## config.mk

```make
export PLATFORM = sky130hd
export DESIGN_NAME = button_press_classifier
export DESIGN_NICKNAME = d
export VERILOG_FILES = /design/src/bpc_pkg.sv /design/src/bpc_core.sv /design/src/button_press_classifier.sv
export SDC_FILE = /design/constraint.sdc
export NUM_CORES = 1
export LEC_CHECK = 0
export BUFFER_PORTS_ARGS = -buffer_cell sky130_fd_sc_hd__buf_2
export CAP_MARGIN = 15
export CELL_PAD_IN_SITES_DETAIL_PLACEMENT = 0
export CELL_PAD_IN_SITES_GLOBAL_PLACEMENT = 1
export CORE_MARGIN = 2
export CORE_UTILIZATION = 40
export DETAILED_ROUTE_END_ITERATION = 8
export GPL_TIMING_DRIVEN = 1
export HOLD_SLACK_MARGIN = 0.03
export PLACE_DENSITY_LB_ADDON = 0.1
export SKIP_CTS_REPAIR_TIMING = 1
export SLEW_MARGIN = 20
export SYNTH_ARGS = -nofsm -noshare
export SYNTH_HDL_FRONTEND = slang
export SYNTH_HIERARCHICAL = 1
export SYNTH_SLANG_ARGS = --single-unit
```

## constraint.sdc

```tcl
create_clock -name clk_i -period 5 [get_ports clk_i]
set_input_delay 1 -clock clk_i [delete_from_list [all_inputs] [get_ports clk_i]]
set_output_delay 1 -clock clk_i [all_outputs]
set_load 0.02 [all_outputs]
```

## src/bpc_pkg.sv

```systemverilog
// shared types and constants for the button press classifier
package bpc_pkg;

  // event codes carried on the result stream
  typedef enum logic [1:0] {
    EV_SINGLE = 2'd0,
    EV_DOUBLE = 2'd1,
    EV_LONG   = 2'd2
  } event_e;

  // configuration register indexes
  localparam logic [1:0] REG_DEBOUNCE = 2'd0;
  localparam logic [1:0] REG_WINDOW   = 2'd1;
  localparam logic [1:0] REG_LONG     = 2'd2;

  localparam int unsigned LimitBits = 16;

  // reset values of the configuration registers
  localparam logic [LimitBits-1:0] DebounceReset = 16'd50;
  localparam logic [LimitBits-1:0] WindowReset   = 16'd400;
  localparam logic [LimitBits-1:0] LongReset     = 16'd3000;

  // configuration as seen by the classifier core
  typedef struct packed {
    logic [LimitBits-1:0] debounce_limit_ms;
    logic [LimitBits-1:0] double_window_ms;
    logic [LimitBits-1:0] long_limit_ms;
  } cfg_t;

endpackage

```

## src/bpc_core.sv

```systemverilog
// debounce and press classification state with its per-tick update
module bpc_core #(
  parameter int unsigned TIMER_BITS = 16
) (
  input  logic          clk_i,
  input  logic          rst_ni,
  input  bpc_pkg::cfg_t cfg_i,
  input  logic          step_i,
  input  logic          raw_level_i,
  input  logic [7:0]    elapsed_ms_i,
  output logic          ev_valid_o,
  output logic [1:0]    ev_code_o
);
  import bpc_pkg::*;

  localparam int unsigned CmpBits = (TIMER_BITS > LimitBits) ? TIMER_BITS : LimitBits;
  localparam logic [TIMER_BITS-1:0] TimerMax = {TIMER_BITS{1'b1}};

  logic                  prior_raw_q, prior_raw_d;
  logic                  stable_q, stable_d;
  logic [TIMER_BITS-1:0] settle_q, settle_d;
  logic [TIMER_BITS-1:0] hold_q, hold_d;
  logic [TIMER_BITS-1:0] gap_q, gap_d;
  logic [1:0]            tally_q, tally_d;
  logic                  done_q, done_d;

  logic [TIMER_BITS-1:0] settle_base, hold_base;
  logic [TIMER_BITS:0]   settle_sum, hold_sum, gap_sum;
  logic [TIMER_BITS-1:0] settle_sat, hold_sat, gap_sat;
  logic                  settled, press;
  logic [1:0]            tally_inc;
  event_e                ev_code;

  // saturating timer sums
  assign settle_base = (raw_level_i != prior_raw_q) ? '0 : settle_q;
  assign settle_sum  = {1'b0, settle_base} + (TIMER_BITS+1)'(elapsed_ms_i);
  assign settle_sat  = settle_sum[TIMER_BITS] ? TimerMax : settle_sum[TIMER_BITS-1:0];

  assign press       = stable_q & ~raw_level_i;
  assign hold_base   = press ? '0 : hold_q;
  assign hold_sum    = {1'b0, hold_base} + (TIMER_BITS+1)'(elapsed_ms_i);
  assign hold_sat    = hold_sum[TIMER_BITS] ? TimerMax : hold_sum[TIMER_BITS-1:0];

  assign gap_sum     = {1'b0, gap_q} + (TIMER_BITS+1)'(elapsed_ms_i);
  assign gap_sat     = gap_sum[TIMER_BITS] ? TimerMax : gap_sum[TIMER_BITS-1:0];

  assign settled   = CmpBits'(settle_sat) >= CmpBits'(cfg_i.debounce_limit_ms);
  assign tally_inc = tally_q + 2'd1;

  // next state and event for one tick
  always_comb begin
    prior_raw_d = raw_level_i;
    settle_d    = settle_sat;
    stable_d    = stable_q;
    hold_d      = hold_q;
    gap_d       = gap_q;
    tally_d     = tally_q;
    done_d      = done_q;
    ev_valid_o  = 1'b0;
    ev_code     = EV_SINGLE;
    if (settled) begin
      stable_d = raw_level_i;
      // debounced press
      if (press) begin
        hold_d = '0;
        done_d = 1'b0;
        tally_d = tally_inc;
        if (tally_inc == 2'd1) begin
          gap_d = '0;
        end
        if (tally_inc >= 2'd2) begin
          ev_valid_o = 1'b1;
          ev_code    = EV_DOUBLE;
          tally_d    = 2'd0;
          done_d     = 1'b1;
        end
      end
      if (!raw_level_i) begin
        // held down: long press check
        hold_d = hold_sat;
        if (!done_d && (tally_d != 2'd0) &&
            (CmpBits'(hold_sat) >= CmpBits'(cfg_i.long_limit_ms))) begin
          ev_valid_o = 1'b1;
          ev_code    = EV_LONG;
          done_d     = 1'b1;
          tally_d    = 2'd0;
        end
      end else if ((tally_q == 2'd1) && !done_q) begin
        // released after one press: quiet gap check
        gap_d = gap_sat;
        if (CmpBits'(gap_sat) >= CmpBits'(cfg_i.double_window_ms)) begin
          ev_valid_o = 1'b1;
          ev_code    = EV_SINGLE;
          tally_d    = 2'd0;
          done_d     = 1'b1;
        end
      end
    end
  end

  assign ev_code_o = ev_code;

  // state registers, advanced once per tick
  always_ff @(posedge clk_i or negedge rst_ni) begin
    if (!rst_ni) begin
      prior_raw_q <= 1'b1;
      stable_q    <= 1'b1;
      settle_q    <= '0;
      hold_q      <= '0;
      gap_q       <= '0;
      tally_q     <= 2'd0;
      done_q      <= 1'b0;
    end else if (step_i) begin
      prior_raw_q <= prior_raw_d;
      stable_q    <= stable_d;
      settle_q    <= settle_d;
      hold_q      <= hold_d;
      gap_q       <= gap_d;
      tally_q     <= tally_d;
      done_q      <= done_d;
    end
  end

endmodule

```

## src/button_press_classifier.sv

```systemverilog
// top level of the button press classifier: stream ports, config registers, item stages
//
//  channel   direction  payload                                   handshake
//  s_axis    in         tdata[0] raw_level, tdata[8:1] elapsed_ms  tvalid/tready
//  m_axis    out        tdata[1:0] event_code                     tvalid/tready
//  cfg       in         cfg_index_i, cfg_data_i                   cfg_valid_i/cfg_ready_o
//
// one tick per cycle while m_axis does not stall: an item is registered in the input stage,
// then classified by the core, and its event, if any, lands in the output register.
// ticks that give no event are absorbed without a result item.
// reset restores the default limits and the released button state.
// a stall on m_axis holds the input stage only while a result is still waiting.
module button_press_classifier #(
  parameter int unsigned TIMER_BITS = 16
) (
  input  logic        clk_i,
  input  logic        rst_ni,
  input  logic        s_axis_tvalid,
  output logic        s_axis_tready,
  input  logic [15:0] s_axis_tdata,   // [0] raw_level, [8:1] elapsed_ms, [15:9] zero
  output logic        m_axis_tvalid,
  input  logic        m_axis_tready,
  output logic [7:0]  m_axis_tdata,   // [1:0] event_code, [7:2] zero
  input  logic        cfg_valid_i,
  output logic        cfg_ready_o,
  input  logic [1:0]  cfg_index_i,
  input  logic [15:0] cfg_data_i
);
  import bpc_pkg::*;

  cfg_t       cfg_q;
  logic       in_valid_q;
  logic       raw_q;
  logic [7:0] elapsed_q;
  logic       out_valid_q;
  logic [1:0] out_code_q;
  logic       step;
  logic       ev_valid;
  logic [1:0] ev_code;

  // configuration registers
  assign cfg_ready_o = 1'b1;

  always_ff @(posedge clk_i or negedge rst_ni) begin
    if (!rst_ni) begin
      cfg_q.debounce_limit_ms <= DebounceReset;
      cfg_q.double_window_ms  <= WindowReset;
      cfg_q.long_limit_ms     <= LongReset;
    end else if (cfg_valid_i) begin
      unique case (cfg_index_i)
        REG_DEBOUNCE: cfg_q.debounce_limit_ms <= cfg_data_i;
        REG_WINDOW:   cfg_q.double_window_ms  <= cfg_data_i;
        REG_LONG:     cfg_q.long_limit_ms     <= cfg_data_i;
        default:      ;
      endcase
    end
  end

  // stage handshake
  assign step          = in_valid_q && (!out_valid_q || m_axis_tready);
  assign s_axis_tready = !in_valid_q || step;

  // input stage
  always_ff @(posedge clk_i or negedge rst_ni) begin
    if (!rst_ni) begin
      in_valid_q <= 1'b0;
    end else if (s_axis_tready) begin
      in_valid_q <= s_axis_tvalid;
    end
  end

  always_ff @(posedge clk_i) begin
    if (s_axis_tready && s_axis_tvalid) begin
      raw_q     <= s_axis_tdata[0];
      elapsed_q <= s_axis_tdata[8:1];
    end
  end

  bpc_core #(
    .TIMER_BITS(TIMER_BITS)
  ) u_core (
    .clk_i       (clk_i),
    .rst_ni      (rst_ni),
    .cfg_i       (cfg_q),
    .step_i      (step),
    .raw_level_i (raw_q),
    .elapsed_ms_i(elapsed_q),
    .ev_valid_o  (ev_valid),
    .ev_code_o   (ev_code)
  );

  // result stage
  always_ff @(posedge clk_i or negedge rst_ni) begin
    if (!rst_ni) begin
      out_valid_q <= 1'b0;
    end else if (step) begin
      out_valid_q <= ev_valid;
    end else if (m_axis_tready) begin
      out_valid_q <= 1'b0;
    end
  end

  always_ff @(posedge clk_i) begin
    if (step && ev_valid) begin
      out_code_q <= ev_code;
    end
  end

  assign m_axis_tvalid = out_valid_q;
  assign m_axis_tdata  = {6'd0, out_code_q};

endmodule
```

======== Yosys cells after proc, flatten, opt, wreduce, memory -nomap -nowiden ========
Cells that the tools add are included.
word-level totals
  bits in registers ....................... 114
  bits in latches ......................... 0
  bits in writable memories ............... 0
  memory bits (read-only) ................. 0
  input port bits ......................... 39
  output and inout port bits .............. 11
  word-level logic and storage cells ...... 87
  memories ................................ 0
cells by class
  add/subtract/negate cells ............... 4
  multipliers ............................. 0
  divide/modulo/power cells ............... 0
  magnitude comparators ................... 4
  eq/ne operators ......................... 5
  shift operators ......................... 0
  mux-type cells .......................... 38
  bitwise gates (word level) .............. 2
  reduce and logical (&&, ||, !) cells .... 19
operators by type and width
  operator                                                         number
  16-bit 2-to-1 mux                                                10
  16-bit by 8-bit adder with 17-bit output                         3
  16-bit greater-or-equal comparator                               3
  2-bit 2-to-1 mux                                                 12
  1-bit 2-to-1 mux                                                 16
  2-bit AND reduction                                              4
  2-bit by 1-bit == test with 1-bit output, second input constant  3
  1-bit logical AND                                                6
  1-bit zero test                                                  4
  2-bit nonzero test                                               2
  2-bit by 1-bit adder with 2-bit output, second input constant    1
  2-bit == test, second input constant                             1
  2-bit greater-or-equal comparator, second input constant         1
  2-bit zero test                                                  1
  1-bit logical OR                                                 2
  1-bit bitwise AND                                                1
  1-bit != test                                                    1
  1-bit inverter                                                   1

======== Depth between registers and ports, before layout ========
Gate-level depths: netlist of run 1.
  depth after elaboration ................. 13
  gate-level depth with buffers ........... 25
  depth with buffers taken out ............ 21

======== Hierarchy ========
Netlist of run 1, hierarchy kept.
modules (own cells, without submodules)
  module                   times used  cells an instance  area each (µm²)
  bpc_core                 1           677                5,464.0
  button_press_classifier  1           132                2,318.5

======== Worst setup path before layout of run 1 ========
No wires, ideal clock.
  kind .................................... register to register
  start point ............................. reg raw_q
  end point ............................... reg u_core.hold_q[12]
  arrival time ............................ 4.570 ns
  path slack .............................. 0.306 ns
  stages on the path, launching flop included .. 24
  clock period less this slack ............ 4.694 ns
  cells stage by stage .................... edfxtp_1 buf_6 xnor2_2 buf_6 clkbuf_1 and2_1 ha_1 fa_1 a21oi_1 nor2_1 nor4_1 nor3_1 nand2_1 buf_2 o21ai_0 ha_1 nand2_1 nor4_1 nand2_1 o32ai_2 and2_1 buf_4 nand2_2 a211o_1
on the way
  cells in the longest elaborated chain, start to end .. 6
ends and longest elaborated chain
  what                                      RTL line                       RTL
  start: declaration                        button_press_classifier.sv:33  logic raw_q;
  start signal: assignment                  button_press_classifier.sv:74  raw_q <= s_axis_tdata[0];
  1-bit != test                             bpc_core.sv:35                 assign settle_base = (raw_level_i != prior_raw_q) ? '0 : settle_q;
  16-bit 2-to-1 mux                         bpc_core.sv:35
  16-bit by 8-bit adder with 17-bit output  bpc_core.sv:36                 assign settle_sum = {1'b0, settle_base} + (TIMER_BITS+1)'(elapsed_ms_i);
  16-bit 2-to-1 mux                         bpc_core.sv:37                 assign settle_sat = settle_sum[TIMER_BITS] ? TimerMax : settle_sum[TIMER_BITS-1:0];
  net u_core.settle_d[11]                   bpc_core.sv:21                 logic [TIMER_BITS-1:0] settle_q, settle_d;
  16-bit greater-or-equal comparator        bpc_core.sv:47                 assign settled = CmpBits'(settle_sat) >= CmpBits'(cfg_i.debounce_limit_ms);
  2-bit AND reduction (no source line)      n/a
  end signal: assignment                    bpc_core.sv:117                hold_q <= hold_d;
  end: declaration                          bpc_core.sv:22                 logic [TIMER_BITS-1:0] hold_q, hold_d;
The timed path passes the listed nets, and every way through them passes these cells.
A chain may end at the register's enable or synchronous reset.

======== Worst setup path in the final report of run 1 ========
  start point ............................. reg u_core.prior_raw_q
  end point ............................... reg u_core.hold_q[12]
on the way
  cells in the longest elaborated chain, start to end .. 6
ends and longest elaborated chain
  what                                      RTL line         RTL
  start: declaration                        bpc_core.sv:19   logic prior_raw_q, prior_raw_d;
  start signal: assignment                  bpc_core.sv:114  prior_raw_q <= prior_raw_d;
  1-bit != test                             bpc_core.sv:35
  16-bit 2-to-1 mux                         bpc_core.sv:35
  16-bit by 8-bit adder with 17-bit output  bpc_core.sv:36
  16-bit 2-to-1 mux                         bpc_core.sv:37
  net u_core.settle_d[12]                   bpc_core.sv:21
  16-bit greater-or-equal comparator        bpc_core.sv:47
  2-bit AND reduction (no source line)      n/a
The timed path passes the listed nets, and every way through them passes these cells.

==> run summary, run 1 <==
Max stage delay cell, worst path: dfstp_2
Largest net degree at the start of global routing: 61
Synthesized area per cell: 9.62 um2
Synth area leaders: dfrtp_1 (28%), ha_1 (12%), mux2_2 (8.2%)
Main combinational cell family by area after synthesis: simple AND/OR/NAND/NOR gates
Worst-skew pair later-pin latency: 0.42 ns
Fmax achieved: 209 MHz
Max Root-Sink Buffers: 2
Synth Area in Compound Gates: 15.7%
Worst r2r path cells: 22
H-tree lvl count: 4
Lkg Pwr: 4.29 nW
Critical Path AT: 5.09 ns
Via/cell ratio: 5.35
# nets final: 1000
RSZ-0062 raised after global routing: true
Crit path required time: 5.31 ns
DR pass1 iterations: 5
Critical path class: reg2reg
Dominant cell type by area after synthesis: dfrtp_1
Yosys warns: 6
Adder-Cell Fraction of Synth Area: 12.7%
Worst hold path type: reg2reg
Total Routed Length: 21.2 mm
Worst path max stage delay: 0.60 ns
CTS buffer count: 17
Gpl congestion: 0.845
Full die area: 20600 um2
Vias in the first global route: 6243
Worst-Margin Slew: 0.940 ns
Max-Cap Viols: 0
Hold Crit Depth: 2
Period utilization: 95.6%
Starting Density: 40.4%
Crit start category: flop
Most used cell along the critical path: buf_4
Final Hold Viols: 0
TritonCTS clock tree: built
GRT Overall Usage: 21.3%
Critical Path, Cell by Cell: xnor2_4 > buf_4 > and2_1 > ha_4 > a21oi_1 > nor2b_1 > nor4_1 > buf_4 > or3_4 > or3_4 > o21a_1 > ha_1 > nand2_1 > nor4_2 > buf_4 > nand2_1 > o32ai_2 > buf_4 > and2_4 > buf_12 > nand2_4 > a211o_1
Buffers added on ports: 35
Power Total: 3.91 mW
Post-route setup slack: 0.221 ns
Core area: 19300 um2
Layout Cells excl Fill: 1162
Layout cells sized above 1: 26.2%
Post-synth EDFFs: 11
Post-route antenna net violation count: 0
Cell Rows: 51
PwrDens: 422 nW/um2
Top cells by count, synth: dfrtp_1 (88), nand2_1 (81), ha_1 (74), mux2_2 (57), a21oi_1 (55)
Via count: 6214
Sequential area share after synthesis: 37.6%
Die height: 143 um
Leading register cell type out of synthesis: dfrtp_1
Fillers: 1825
Synth top area share: 28.3%
Peak VDD IR: 0.246 mV
Slew Limit Fails: 0
GRT overflow: 0
Synth Register Bits: 114
Pre-CTS setup slack: 0.0439 ns
Post-synth ARST share: 90.4%
I/O pins: 50
Clock Sink Count: 114
Die W: 143 um
Simple-gate share of the synthesized area: 16.4%
Outcome: finished, final reports clean
CP endpoint kind: flop
Global-route wire length before repair: 33.3 mm
DRC violations left: 0
Root buf cell: clkbuf_16
Reg clk slew, reported paths: 0.06 ns
Initial antenna violation count: 0
Post-Synth XOR/XNOR Area: 3.36%
Final period demand of the worst path: 4.78 ns
# diodes: 0
Relative slew slack: 37.1%
Post-synthesis mux area share: 8.76%
Most common cell in the netlist: dfrtp_1
Setup Skew: 0.0112 ns
Synth cell types: 78
Max Fanout on Critical Path: 8
Dpl hpwl: 15.7 mm
DR WL/cell: 18.2 um
Drt initial violations: 360
Synth Instances: 809
Mapped cell area: 7780 um2
Final setup fails: 0
Finished Core Util: 48.0%
Post-placement cell count: 1123
Area Overhead vs Synth: 18.9%
-- final cells by class --
class / count / area, um2 / share of cell area [%]
Clock buffer: 17 / 425 / 4.60
Clock inverter: 15 / 184 / 1.99
Inverter: 55 / 206 / 2.23
Multi-Input combinational cell: 611 / 4610 / 49.8
Sequential cell: 114 / 2930 / 31.6
Tap cell: 265 / 332 / 3.58
Timing Repair Buffer: 85 / 573 / 6.19
-- state kept, by name (all words and copies together), names as in the netlist --
name	flops
cfg_q	48
u_core/gap_q	16
u_core/hold_q	16
u_core/settle_q	16
elapsed_q	8
out_code_q	2
u_core/tally_q	2
in_valid_q	1
m_axis_tvalid	1
raw_q	1
u_core/done_q	1
u_core/prior_raw_q	1
u_core/stable_q	1
-- stage by stage --
stage	TNS [ns]	cell area (um2)	hold slack, ns
2_1_floorplan	0	7800	0.442
3_3_place_gp	0	8430	0.456
3_5_place_dp	0	8430	0.472
4_1_cts	-0.0646	9040	0.486
5_1_grt	-0.134	9260	0.513
6_report	0	9260	0.480
-- placed cells by master, fill, tap and decap left out, types with 4 or more instances in the layout --
master     netlist  layout
nand2_1         81      80
dfstp_2         15      15
xnor2_1         17      17
a21oi_2          0       4
o21ai_1          2       8
buf_2            8      34
or2_2            6       6
mux2_2          57      57
ha_1            74      70
clkinv_4         0       5
and2_1          23      21
conb_1           2       7
a211oi_1        11      10
nor4_2           0       4
nor3_1           6       6
and4_1           4       4
edfxtp_1        11      11
o21a_1           8       8
nor2b_1          6       6
nor2_2           2       4
nor2_1          52      50
xor2_1          11      11
o21ai_0         35      29
buf_4           11      49
clkbuf_16        0      17
o22a_1           4       4
a21o_1           9       9
mux2i_1          4       4
a22o_1           9       9
inv_1           54      54
and3_1          12      12
nand2b_1        12      12
nand3_1         21      21
dfrtp_1         88      88
a21oi_1         55      51
a31oi_1         17      17
-- path summary, 6_finish.rpt --
path	slack, ns	start	to
max in group asynchronous	3.19	rst_ni	u_core/gap_q[5]$_DFFE_PN0P_
worst max-delay path	0.22	u_core/prior_raw_q$_DFFE_PN1P_	u_core/hold_q[12]$_DFFE_PN0P_
worst min-delay path	0.48	u_core/gap_q[0]$_DFFE_PN0P_	u_core/gap_q[0]$_DFFE_PN0P_
worst max register to register	0.22	u_core/prior_raw_q$_DFFE_PN1P_	u_core/hold_q[12]$_DFFE_PN0P_
worst min register to register	0.48	u_core/gap_q[0]$_DFFE_PN0P_	u_core/gap_q[0]$_DFFE_PN0P_
min in group asynchronous	0.67	rst_ni	u_core/hold_q[11]$_DFFE_PN0P_
-- report_power, final --
part           internal (mW)  switching [mW]  total [mW]
clock                  0.788           0.473        1.26
sequential              1.12           0.113        1.23
combinational          0.643           0.772        1.41
-- cells by family after synthesis --
logic type / after synthesis
buffers and inverters: 89
AOI/OAI and AO/OA: 185
DFF: 114
muxes: 61
other: 2
adders and majority gates: 77
and+or+nand+nor: 252
xor gates and xnor gates: 29
-- metal layers --
| metal | wire (um) | global-route usage (%) | vias up | part of all wire [%] |
|---|---|---|---|---|
| met3 | 740 | 4.33 | 23 | 3.5 |
| met2 | 10100 | 34.7 | 105 | 48 |
| met4 | 431 | 7.38 | 0 | 2.0 |
| li1 | - | - | 3022 | - |
| met1 | 9900 | 28.3 | 3064 | 47 |
| met5 | 0 | 0 | - | 0 |
-- worst max-delay path: cells and delay by family (launching register included) --
kind,cells,cell delay [ns]
simple gates,10,1.77
flops,1,0.60
xor+xnor,1,0.13
compound gates,4,0.84
fa+ha+maj,2,0.57
buf+inv,5,0.77
Note: power is estimated with default switching activity, not from simulation.
==> inputs of run 2 (changes only) <==
--- a/config.mk
+++ b/config.mk
@@ -14,7 +14,7 @@
 export DETAILED_ROUTE_END_ITERATION = 8
 export GPL_TIMING_DRIVEN = 1
 export HOLD_SLACK_MARGIN = 0.03
-export PLACE_DENSITY_LB_ADDON = 0.1
+export PLACE_DENSITY = 0.74
 export SKIP_CTS_REPAIR_TIMING = 1
 export SLEW_MARGIN = 20
 export SYNTH_ARGS = -nofsm -noshare
==> run summary, run 2 (same netlist as run 1, synthesis figures left out) <==
Final instance area: 9340 um2 (+0.88%)
Critical Path AT: 4.96 ns (-0.13 ns)
Outcome: finished, final reports clean
DR WL/cell: 16.7 um (-8.5%)
Full die area: 20600 um2 (unchanged)
Worst-Margin Slew: 0.814 ns (-0.127 ns)
TritonCTS clock tree: built
Buffers added on ports: 35 (unchanged)
Vias in the first global route: 5988 (-4.1%)
Reg-to-reg setup timing slack: 0.22 ns (about the same)
Final Hold Viols: 0 (unchanged)
DR pass1 iterations: 5 (unchanged)
Final period demand of the worst path: 4.78 ns (+0.00543 ns)
CTS buffer count: 17 (unchanged)
GRT Overall Usage: 19.9% (-1.4 points)
RR Endpoint: out_code_q[1]$_DFFE_PP_
Dpl hpwl: 14.4 mm (-7.8%)
CP startpoint: raw_q$_DFFE_PP_
Via/cell ratio: 5.23 (-2.3%)
Total Routed Length: 19.5 mm (-8.1%)
Area of placed instances: 8480 um2 (+0.53%)
Area of the multi-input gates: 4580 um2 (-0.65%)
Starting Density: 40.4% (unchanged)
CP endpoint: out_code_q[1]$_DFFE_PP_
Relative slew slack: 45.7% (+8.6 points)
Worst hold path type: in2async
I/O pins: 50 (unchanged)
Layout cells sized above 1: 25.7% (-0.51 points)
Global-route wire length before repair: 31.4 mm (-5.7%)
Post-route setup slack: 0.215 ns (-0.00543 ns)
Fmax achieved: 209 MHz (-0.11%)
Setup_tns: 0 ns (unchanged)
GRT overflow: 0 (unchanged)
Die W: 143 um (unchanged)
Max-Cap Viols: 0 (unchanged)
Most frequent cells in the layout: dfrtp_1 (88), nand2_1 (81), ha_1 (74), mux2_2 (57), buf_4 (56)
Final setup fails: 0 (unchanged)
Via count: 6105 (-1.8%)
Crit path required time: 5.18 ns (-0.13 ns)
Logic pwr share: 34.4% (-1.8 points)
Cell Rows: 51 (unchanged)
Gpl congestion: 0.834 (-1.3%)
Most flop-heavy register: cfg_q
Clock Power Share: 35.2% (+2.9 points)
Die height: 143 um (unchanged)
Critical path class: reg2reg
# diodes: 0 (unchanged)
PwrDens: 434 nW/um2 (+2.8%)
Worst r2r path cells: 23 (+4.5%)
R2R Path Start: raw_q$_DFFE_PP_
Core area: 19300 um2 (unchanged)
Max reg flops: 48 (unchanged)
Lkg Pwr: 4.37 nW (+1.7%)
Fillers: 1860 (+1.9%)
Worst-skew pair later-pin latency: 0.41 ns (about the same)
H-tree lvl count: 4 (unchanged)
Slew Limit Fails: 0 (unchanged)
Clock Sink Count: 114 (unchanged)
Drt initial violations: 226 (-37%)
Setup Skew: 0.00700 ns (-0.00416 ns)
Pre-CTS setup slack: -0.102 ns (-0.146 ns)
DRC violations left: 0 (unchanged)
Initial antenna violation count: 0 (unchanged)
Commonest non-fill, non-tap cell in the layout: dfrtp_1
Peak VDD IR: 0.247 mV (+0.33%)
Reg clk slew, reported paths: 0.06 ns (about the same)
Crit start category: flop
CP endpoint kind: flop
P_int: 2.76 mW (+8.1%)
Largest net degree at the start of global routing: 44 (-28%)
Sw frac: 32.0% (-2.7 points)
Root buf cell: clkbuf_16
Sw power: 1.30 mW (-4.4%)
Area Overhead vs Synth: 20.0%
Period utilization: 95.7% (+0.11 points)
Post-route antenna net violation count: 0 (unchanged)
Sequential share of power: 30.4% (-1.1 points)
Max Fanout on Critical Path: 14 (+6)
# nets final: 1006 (+0.60%)
Max Root-Sink Buffers: 2 (unchanged)
FF+latch area: 2930 um2 (unchanged)
run 2: cell types whose count changed in the layout (fill, tap and decap cells not counted), sizes merged:
cell      change
clkinvlp      -1
buf           +6
clkinv        -4
clkbuf        +4
inv           -3
bufinv        +4
run 2: worst min path at each step:
| stage | end | cells past startpoint | from |
|---|---|---|---|
| floorplan | u_core/hold_q[0]$_DFFE_PN0P_ | 2 | u_core/hold_q[0]$_DFFE_PN0P_ |
| global placement | u_core/gap_q[0]$_DFFE_PN0P_ | 2 | u_core/gap_q[0]$_DFFE_PN0P_ |
| detailed placement | u_core/tally_q[1]$_DFFE_PN0P_ | 1 | u_core/tally_q[1]$_DFFE_PN0P_ |
| CTS | u_core/hold_q[15]$_DFFE_PN0P_ | 1 | rst_ni |
| global route | u_core/hold_q[14]$_DFFE_PN0P_ | 1 | rst_ni |
| finish | u_core/hold_q[15]$_DFFE_PN0P_ | 1 | rst_ni |
run 2: critical path, stage by stage (launching register included):
cell	delay, ns
edfxtp_1	0.45
buf_4	0.19
nand2b_2	0.23
buf_4	0.22
and2_1	0.17
ha_1	0.25
nor4_1	0.42
o21ai_0	0.21
nand2_1	0.19
nor2_2	0.09
buf_4	0.14
and3_1	0.20
nor2_1	0.14
ha_1	0.25
nor3b_1	0.18
o21ai_0	0.15
a41oi_1	0.23
a21oi_2	0.11
o21bai_1	0.22
a21oi_2	0.15
nor2_1	0.08
nand2_1	0.09
nor2b_1	0.05
buf_4	0.14
run 2: final cells by class:
cell class	instances	area share, %
Multi-Input combinational cell	611	49.0
Sequential cell	114	31.3
Timing Repair Buffer	91	6.54
Clock buffer	21	4.82
Tap cell	265	3.55
Clock inverter	11	2.49
Inverter	55	2.21
run 2: through the flow:
stage | hold WS [ns] | util (%) | power (mW) | instances
6_report | 0.467 | 48.5 | 4.05 | 1168
5_1_grt | 0.469 | 48.5 | 4.35 | 1168
4_1_cts | 0.460 | 47.5 | 4.02 | 1161
3_5_place_dp | 0.471 | 44.0 | 2.57 | 1129
3_3_place_gp | 0.459 | 44.0 | 2.54 | 1129
2_1_floorplan | 0.442 | - | 2.19 | 814
run 2: metal layers:
layer,wire length [um],global-route usage (%),up-vias,part of all wire [%]
met2,8910,31.0,112,46
met1,9620,28.8,2940,49
met4,159,3.87,0,0.82
met3,774,3.87,11,4.0
li1,-,-,3042,-
met5,0,0,-,0
run 2: power by group through the flow:
stage / combinational (mW) / clock (mW) / sequential, mW
6_report: 1.40 / 1.43 / 1.23
2_1_floorplan: 0.995 / 0 / 1.20
3_3_place_gp: 1.31 / 0 / 1.24
4_1_cts: 1.34 / 1.45 / 1.23
3_5_place_dp: 1.32 / 0 / 1.24
5_1_grt: 1.59 / 1.50 / 1.26
==> inputs of run 3 (changes only) <==
--- a/config.mk
+++ b/config.mk
@@ -11,10 +11,12 @@
 export CELL_PAD_IN_SITES_GLOBAL_PLACEMENT = 1
 export CORE_MARGIN = 2
 export CORE_UTILIZATION = 40
+export CTS_CLUSTER_SIZE = 12
 export DETAILED_ROUTE_END_ITERATION = 8
 export GPL_TIMING_DRIVEN = 1
 export HOLD_SLACK_MARGIN = 0.03
 export PLACE_DENSITY = 0.74
+export REMOVE_ABC_BUFFERS = 1
 export SKIP_CTS_REPAIR_TIMING = 1
 export SLEW_MARGIN = 20
 export SYNTH_ARGS = -nofsm -noshare
==> constraint.sdc (replaced) <==
create_clock -name clk_i -period 3.85 [get_ports clk_i]
set_input_delay 0.77 -clock clk_i [delete_from_list [all_inputs] [get_ports clk_i]]
set_output_delay 0.77 -clock clk_i [all_outputs]
set_load 0.02 [all_outputs]
==> run summary, run 3 (same netlist as run 1, synthesis figures left out) <==
Outcome: finished with violations
Failing checks: setup timing
Final instance area: 10900 um2 (+16%)
Buffers added on ports: 35 (unchanged)
Most flop-heavy register: cfg_q
Initial antenna violation count: 0 (unchanged)
DR WL/cell: 17.5 um (+5.0%)
Area Overhead vs Synth: 39.5%
Reg clk slew, reported paths: 0.06 ns (about the same)
Largest net degree at the start of global routing: 42 (-4.5%)
Final setup fails: 41 (+41)
Gpl congestion: 0.863 (+3.5%)
Worst hold path type: in2async
R2R Path Start: u_core/prior_raw_q$_DFFE_PN1P_
Crit start category: flop
Most frequent cells in the layout: buf_4 (172), dfrtp_1 (88), nand2_1 (73), ha_1 (63)
DR pass1 iterations: 6 (+1)
Total Routed Length: 22.8 mm (+17%)
Top Usage Layer GRT: met2
Starting Density: 40.4% (unchanged)
Period utilization: 117% (+21 points)
Die height: 143 um (unchanged)
Worst-Margin Slew: 0.924 ns (+0.110 ns)
I/O pins: 50 (unchanged)
Final Hold Viols: 0 (unchanged)
PwrDens: 535 nW/um2 (+23%)
Met1 usage in global routing: 32.0% (+3.2 points)
Relative slew slack: 38.4% (-7.3 points)
Area of placed instances: 9400 um2 (+11%)
Clock Sink Count: 114 (unchanged)
Max-Cap Viols: 0 (unchanged)
Core area: 19300 um2 (unchanged)
DRC violations left: 0 (unchanged)
Peak VDD IR: 0.405 mV (+64%)
Commonest non-fill, non-tap cell in the layout: buf_4
RR Endpoint: u_core/gap_q[13]$_DFFE_PN0P_
Die W: 143 um (unchanged)
Critical Path AT: 4.81 ns (-0.15 ns)
Cell Rows: 51 (unchanged)
GRT overflow: 0 (unchanged)
Worst-skew pair later-pin latency: 0.42 ns (about the same)
Via count: 6742 (+10%)
Final period demand of the worst path: 4.50 ns (-0.286 ns)
Post-placement cell count: 1251 (+11%)
Setup Skew: 0.00857 ns (+0.00157 ns)
H-tree lvl count: 4 (unchanged)
Post-route antenna net violation count: 0 (unchanged)
CP endpoint kind: flop
Max Root-Sink Buffers: 2 (unchanged)
RSZ-0062 raised after global routing: true
GRT Overall Usage: 21.6% (+1.7 points)
Full die area: 20600 um2 (unchanged)
GR Util met2: 32.5% (+1.5 points)
CTS buffer count: 17 (unchanged)
Vias in the first global route: 6342 (+5.9%)
Drt initial violations: 311 (+38%)
Max Fanout on Critical Path: 5 (-9)
Via/cell ratio: 5.18 (-0.86%)
Critical path class: reg2reg
Root buf cell: clkbuf_16
Layout Cells excl Fill: 1301 (+11%)
# diodes: 0 (unchanged)
Slew Limit Fails: 0 (unchanged)
Post-route setup slack: -0.649 ns (-0.864 ns)
Max reg flops: 48 (unchanged)
Worst r2r path cells: 21 (-8.7%)
Global-route wire length before repair: 34.0 mm (+8.2%)
Fmax achieved: 222 MHz (+6.3%)
# nets final: 1139 (+13%)
Crit path required time: 4.16 ns (-1.02 ns)
TritonCTS clock tree: built
Layout cells sized above 1: 42.6% (+17 points)
Dpl hpwl: 16.5 mm (+14%)
Hold WS: 0.342 ns (-0.125 ns)
Power Total: 5.81 mW (+43%)
Lkg Pwr: 5.09 nW (+17%)
Reg-to-reg setup timing slack: -0.65 ns (-0.86 ns)
Met3 GRT Util: 4.03% (+0.17 points)
run 3: cell count changes in the layout (fill, tap and decap cells not counted), sizes merged:
cell / previous run / this run
buf: 91 / 223
bufinv: 7 / 3
clkinv: 4 / 6
inv: 54 / 56
clkbuf: 21 / 20
clkinvlp: 1 / 2
nand3: 23 / 24
run 3: layer usage:
layer | vias up | wire length [um]
met5 | - | 0
met2 | 132 | 10200
li1 | 3317 | -
met1 | 3270 | 11300
met3 | 23 | 855
met4 | 0 | 350
run 3: worst max-delay path: stages, from the launching register on:
cell and delay [ns]:
dfstp_2 0.59, xnor2_4 0.16, and2_1 0.22, ha_4 0.23, buf_4 0.15, a21oi_4 0.18
o21bai_4 0.08, o311a_4 0.40, a41o_1 0.28, xnor2_2 0.20, o21ai_2 0.08, ha_1 0.33
nand2_2 0.08, nor4_4 0.19, buf_4 0.16, nand2_4 0.05, o32ai_4 0.30, buf_6 0.17
and2_4 0.18, buf_6 0.14, a41o_1 0.17, nor2_1 0.04
run 3: final cells by class:
class                           count  area (um2)
Clock buffer                       20         458
Clock inverter                     12         155
Fill cell                        1724        8410
Inverter                           55         206
Multi-Input combinational cell    612        5110
Sequential cell                   114        2930
Tap cell                          265         332
Timing Repair Buffer              223        1670
run 3: worst max path at each step:
stage	startpoint	endpoint	slack, ns	cells after the start
finish	u_core/prior_raw_q$_DFFE_PN1P_	u_core/gap_q[13]$_DFFE_PN0P_	-0.65	21
global route	raw_q$_DFFE_PP_	u_core/gap_q[13]$_DFFE_PN0P_	-0.87	21
CTS	raw_q$_DFFE_PP_	out_code_q[0]$_DFFE_PP_	-1.21	22
detailed placement	raw_q$_DFFE_PP_	out_code_q[0]$_DFFE_PP_	-1.15	22
global placement	raw_q$_DFFE_PP_	out_code_q[0]$_DFFE_PP_	-1.10	22
floorplan	raw_q$_DFFE_PP_	u_core/hold_q[12]$_DFFE_PN0P_	-1.35	18
run 3: power breakdown:
group / switching, mW / internal (mW) / leakage (nW)
logic: 1.26 / 1.27 / 3.42
registers: 0.161 / 1.45 / 1.38
clock network: 0.604 / 1.06 / 0.296
run 3: through the flow:
step                      worst slack (ns)  setup TNS [ns]  utilization (%)
after detailed placement             -1.15          -38.69             48.8
final                               -0.649          -23.15             56.3
after global routing                -0.865          -32.24             56.3
after floorplan                      -1.35          -42.69                -
after global placement               -1.10          -31.00             48.8
after CTS                            -1.21          -40.78             51.9
